### config.mk
export PLATFORM = sky130hd
export DESIGN_NAME = dsf3d_div
export DESIGN_NICKNAME = d
export VERILOG_FILES = /design/src/hw/rtl/dsf3d_pkg.sv /design/src/hw/rtl/dsf3d_div.sv
export SDC_FILE = /design/constraint.sdc
export NUM_CORES = 1
export LEC_CHECK = 0
export BUFFER_PORTS_ARGS = -buffer_cell sky130_fd_sc_hd__clkbuf_2
export CORE_UTILIZATION = 55
export CTS_CLUSTER_SIZE = 24
export DETAILED_ROUTE_END_ITERATION = 12
export HOLD_SLACK_MARGIN = 0.02
export PLACE_DENSITY = 0.78
export SLEW_MARGIN = 5
export SYNTH_ARGS = -nofsm -noshare
export SYNTH_HDL_FRONTEND = slang
export SYNTH_SLANG_ARGS = --single-unit
### constraint.sdc
create_clock -name clk -period 3.5 [get_ports clk]
set_clock_uncertainty 0.1 [all_clocks]
set_input_delay 0.35 -clock clk [delete_from_list [all_inputs] [get_ports clk]]
set_output_delay 0.35 -clock clk [all_outputs]
set_load 0.03 [all_outputs]
### src/hw/rtl/dsf3d_pkg.sv
// ----------------------------------------------------------------------------
// dsf3d_pkg
// Shared types and constants for the damped spring follower.
// ----------------------------------------------------------------------------
package dsf3d_pkg;

    localparam int REG_IDX_W = 3;

    typedef enum logic [REG_IDX_W-1:0] {
        REG_STIFFNESS = 3'd0,
        REG_DAMPING   = 3'd1,
        REG_AMPLITUDE = 3'd2,
        REG_TIME_STEP = 3'd3,
        REG_FORCE_X   = 3'd4,
        REG_FORCE_Y   = 3'd5,
        REG_FORCE_Z   = 3'd6,
        REG_UNUSED    = 3'd7
    } reg_idx_t;

    localparam logic CMD_STEP   = 1'b0;
    localparam logic CMD_REINIT = 1'b1;

    typedef logic signed [31:0] q_t;

    // Divider interface
    typedef struct packed {
        logic        start;
        logic [63:0] num;
        logic [63:0] den;
    } div_req_t;

    typedef struct packed {
        logic        done;
        logic [63:0] quo;
    } div_rsp_t;

    function automatic q_t sat32(input logic signed [79:0] x);
        if (x > 80'sd2147483647)
            return 32'sh7fffffff;
        else if (x < -80'sd2147483648)
            return 32'sh80000000;
        else
            return x[31:0];
    endfunction

endpackage

### src/hw/rtl/dsf3d_div.sv
// ----------------------------------------------------------------------------
// dsf3d_div
// Unsigned 64 by 64 restoring divider, one quotient bit per cycle.
// ----------------------------------------------------------------------------
module dsf3d_div
(
    input  logic                clk,
    input  logic                rst_n,
    input  dsf3d_pkg::div_req_t req,
    output dsf3d_pkg::div_rsp_t rsp
);
    import dsf3d_pkg::*;

    logic [63:0] rem_reg, rem_next;
    logic [63:0] quo_reg, quo_next;
    logic [63:0] den_reg, den_next;
    logic [6:0]  cnt_reg, cnt_next;
    logic        busy_reg, busy_next;
    logic        done_reg, done_next;
    logic [64:0] trial;

    always_comb
    begin
        rem_next  = rem_reg;
        quo_next  = quo_reg;
        den_next  = den_reg;
        cnt_next  = cnt_reg;
        busy_next = busy_reg;
        done_next = 1'b0;
        trial     = {rem_reg, quo_reg[63]} - {1'b0, den_reg};
        if (req.start)
        begin
            rem_next  = '0;
            quo_next  = req.num;
            den_next  = req.den;
            cnt_next  = 7'd0;
            busy_next = 1'b1;
        end
        else if (busy_reg)
        begin
            if (!trial[64])
            begin
                rem_next = trial[63:0];
                quo_next = {quo_reg[62:0], 1'b1};
            end
            else
            begin
                rem_next = {rem_reg[62:0], quo_reg[63]};
                quo_next = {quo_reg[62:0], 1'b0};
            end
            cnt_next = cnt_reg + 7'd1;
            if (cnt_reg == 7'd63)
            begin
                busy_next = 1'b0;
                done_next = 1'b1;
            end
        end
    end

    always_ff @(posedge clk or negedge rst_n)
    begin
        if (!rst_n)
        begin
            busy_reg <= 1'b0;
            done_reg <= 1'b0;
            cnt_reg  <= '0;
        end
        else
        begin
            busy_reg <= busy_next;
            done_reg <= done_next;
            cnt_reg  <= cnt_next;
        end
    end

    always_ff @(posedge clk)
    begin
        rem_reg <= rem_next;
        quo_reg <= quo_next;
        den_reg <= den_next;
    end

    assign rsp.done = done_reg;
    assign rsp.quo  = quo_reg;

endmodule

# After elaboration in Yosys (flattened, before gate mapping)

Index checks and enable logic that the tools add are counted.

$add $sub $neg: 2
Reductions and logical operators: 1
Equal/unequal tests: 1
Muxes and demuxes: 12

Operators by type and width:

| cell                | number |
|---|---|
| $mux 64             | 3 |
| $sub 65x64->65      | 1 |
| $mux 7              | 2 |
| $add 7x1->7 const B | 1 |
| $eq 7x6->1 const B  | 1 |
| $mux 1              | 7 |
| $reduce_bool 2->1   | 1 |

Output and inout bits: 65
Register bits after elaboration: 201

# Longest topological paths before layout

Depth in word-level cells: 4
Gate-level depth with buffers: 15

# Least setup slack after synthesis

No wires, ideal clock.

Path kind: reg2reg
From: register quo_reg[63]
To: register rem_reg[50]
Required time: 3.309 ns
Arrival: 3.111 ns
Buffers on the path: 0
Cell stages (with the launch flop): 14
Setup time: 0.091 ns
Path slack: 0.197 ns
Cell sequence: edfxtp_1 > inv_1 > ha_1 > fa_1 > and2b_1 > o31ai_1 > a2111oi_2 > o21ai_2 > o31ai_4 > a211o_2 > a31o_2 > xor2_1 > nand2_1 > a311oi_1

Word-level cells in the longest chain between the ends: 2

RTL lines:

| item                   | line            | RTL |
|---|---|---|
| start, declared        | dsf3d_div.sv:15 | `logic [63:0] quo_reg, quo_next;` |
| start signal, assigned | dsf3d_div.sv:79 | `quo_reg <= quo_next;` |
| $sub 65x64->65         | dsf3d_div.sv:30 | `trial = {rem_reg, quo_reg[63]} - {1'b0, den_reg};` |
| $mux 64                | dsf3d_div.sv:41 | `if (!trial[64])` |
| end signal, assigned   | dsf3d_div.sv:78 | `rem_reg <= rem_next;` |
| end, declared          | dsf3d_div.sv:14 | `logic [63:0] rem_reg, rem_next;` |

No other way between the ends.
A chain may end at the register's enable or synchronous reset.

# Worst setup path in the final report

From: register quo_reg[63]
To: register rem_reg[20]

The elaborated chain is that of the path after synthesis.

==> flow_metrics.tcl <==
set metrics [dict create \
    first_iter_violations 651 \
    pre_cts_slack_ps 118 \
    slew_headroom_pct 40.8 \
    stdcell_count 1826 \
    synthTopCellsByArea "edfxtp_1, dfxtp_1, ha_1" \
    p_int_mw 6.26 \
    p_clk_share_pct 23.8 \
    path_cells "inv_1 -> ha_2 -> fa_1 -> and2b_2 -> o31ai_2 -> a2111oi_2 -> o21ai_2 -> or3b_1 -> a31o_2 -> a21oi_1 -> nand2_1 -> a311oi_1" \
    nFillCells 1592 \
    tightest_slew_ps 888 \
    fmax_mhz 301 \
    setup-violations-final 0 \
    status "finished, final reports clean" \
    ioPinCount 196 \
    fin_util_pct 70.8 \
    finalCritPeriodShare_pct 95.0 \
    core_area_um2 21800 \
    yosys.area.top_type "edfxtp_1" \
    layout_common_cells "clkbuf_2, nand2_1, edfxtp_1" \
    die_area_um2 22700 \
    synth_compound_area_share_pct 19.0 \
    max-vdd-ir-drop_v 0.000484 \
    cap_violations 0 \
    crit_fanout 4 \
    tritoncts "yes" \
    syn_inst 1240 \
    ys.flop_type "edfxtp_1" \
    syn-cell-area_um2 12200 \
    synth-xor-area-share_pct 4.32 \
    synth-async-reset-ratio_pct 4.48 \
    clock_path_buffers 3 \
    critPathKind "reg -> reg" \
    grt_pass1_vias 10400 \
    ys_warn_count 0 \
    synth_top_cell_area_share_pct 31.6 \
    p_leak_nw 6.62 \
    synth_edf_count 128 \
    switchingPower_mw 3.95 \
    cp_slowest_cell "a2111oi_2" \
    post_drt_wl_per_cell_um 17.2 \
    period_minus_slack_ps 3320 \
    drive_above_1_share_pct 24.1 \
    p_total_mw 10.2 \
    gp_congestion 0.935 \
    final_max_slew_viol_count 0 \
    die_height_um 151 \
    worst_setup_path_end_kind "flop" \
    clock_sinks 201 \
    num_rows 54 \
    nets 1725 \
    diodes 0 \
    synth_simple_gate_area_share_pct 14.3 \
    multi_input_comb_area_um2 6210 \
    layout_setup_ws_ps 177 \
    whs_ps 38.4 \
    numPlacedInstances 1659 \
    grt_pass1_wl_mm 50.2 \
    die_w_um 151 \
    via_count 10400 \
    finalHoldViolations 0 \
    final_antenna_net_count 0 \
    cp_data_arrival_time_ps 3660 \
    path_buf_inv 1 \
    antenna_found_initial 0 \
    required_ps 3840 \
    drc 0 \
    ys_seq_elements 201 \
    wl_mm 31.4 \
    yosysSeqAreaShare_pct 44.0 \
    crit_path_start_kind "flop" \
    htree_num_levels 1 \
    synth_top_family_by_area "compound AO/OA/AOI/OAI gates" \
    design_area_um2 15400 \
    path_clk_slew_ps 60 \
    cpLargestDelayFamily "compound AO/OA/AOI/OAI gates" \
    yosys.area_share.adder_pct 6.85 \
    clk_latency_ps 530 \
    cts_inserted_buffers 24 \
    io_buffers 195 \
    grt_start_max_net_pins 113 \
    final_common_cell "clkbuf_2" \
    synth_cell_types 77 \
    dp_hpwl_mm 21.0 \
    cts_root_buf "clkbuf_16" \
    min_path_type "in -> reg" \
    seq_power_share_pct 32.1 \
    area_growth_pct 26.7 \
    grt_usage_pct 27.7 \
    swShare_pct 38.7 \
    placed_cell_area_um2 13400 \
    p_comb_share_pct 44.1 \
    regArea_um2 5350 \
    overflow 0 \
    post_drt_via_cell_ratio 5.72 \
    setup_tns_ps 0 \
    drtPass1Iterations 5 \
    powerDensity_nw_per_um2 663 \
    initial_core_util_pct 55.9 \
    muxShareOfSynthArea_pct 6.08 \
    syn_nets 1437 \
    avgSynthCellArea_um2 9.81 \
    crit_path_max_incr_delay_ps 450 \
]
[cell families after synthesis]
family                   Yosys count
AND/OR/NAND/NOR                  380
adder cells (fa/ha/maj)           66
buffers and inverters            153
XOR/XNOR                          60
multiplexers                      66
AO/OA/AOI/OAI                    314
flip-flops                       201
[area by class of cell]
type / instances / area share (%)
clock buffers: 34 / 4.34
clock inverters: 10 / 0.666
inverters: 75 / 1.83
multi-input cells: 886 / 40.3
flip-flops and latches: 201 / 34.8
well taps: 280 / 2.27
repair buffers: 340 / 15.8
[Yosys cell counts (28+ instances only)]
library cell,instances
nand2_1,154
edfxtp_1,128
nor2_1,101
a21oi_1,90
inv_1,75
ha_1,65
dfxtp_1,64
mux2_2,63
o21ai_0,39
clkbuf_1,37
a21o_1,35
xnor2_1,32
xor2_1,28
[layer usage]
metal  GRT usage, %  vias to the layer above  part of all wire [%]
met5              0                        -                     0
li1               -                     5083                     -
met4           11.1                        0                   3.3
met2           47.7                      380                    48
met3           5.55                       61                   6.6
met1           33.8                     4917                    42
[power groups by stage]
stage,clock [mW],sequential (mW),combinational (mW)
after floorplan,0,3.39,3.17
after global placement,0,3.29,4.18
after detailed placement,0,3.31,4.25
after CTS,2.46,3.27,4.38
after global routing,2.57,3.33,4.96
final,2.43,3.28,4.51
[timing repair]
action,in CTS,in global routing
endpoints found under the hold margin,126,1
setup buffers,0,4
resized for setup,0,13
hold buffers,118,1
setup endpoints to repair,0,57
[worst paths after layout]
kind                             start          end  slack, ps  cells past startpoint
setup / recovery           quo_reg[63]  rem_reg[20]        180                     12
hold / removal                req[127]  quo_reg[63]         40                      2
setup reg to reg           quo_reg[63]  rem_reg[20]        180                     12
hold reg to reg             rem_reg[1]   rem_reg[1]        390                      2
max in group asynchronous        rst_n     busy_reg       2940                      2
min in group asynchronous        rst_n   cnt_reg[4]        140                      2
No activity file was read; power rests on OpenSTA's default activity.
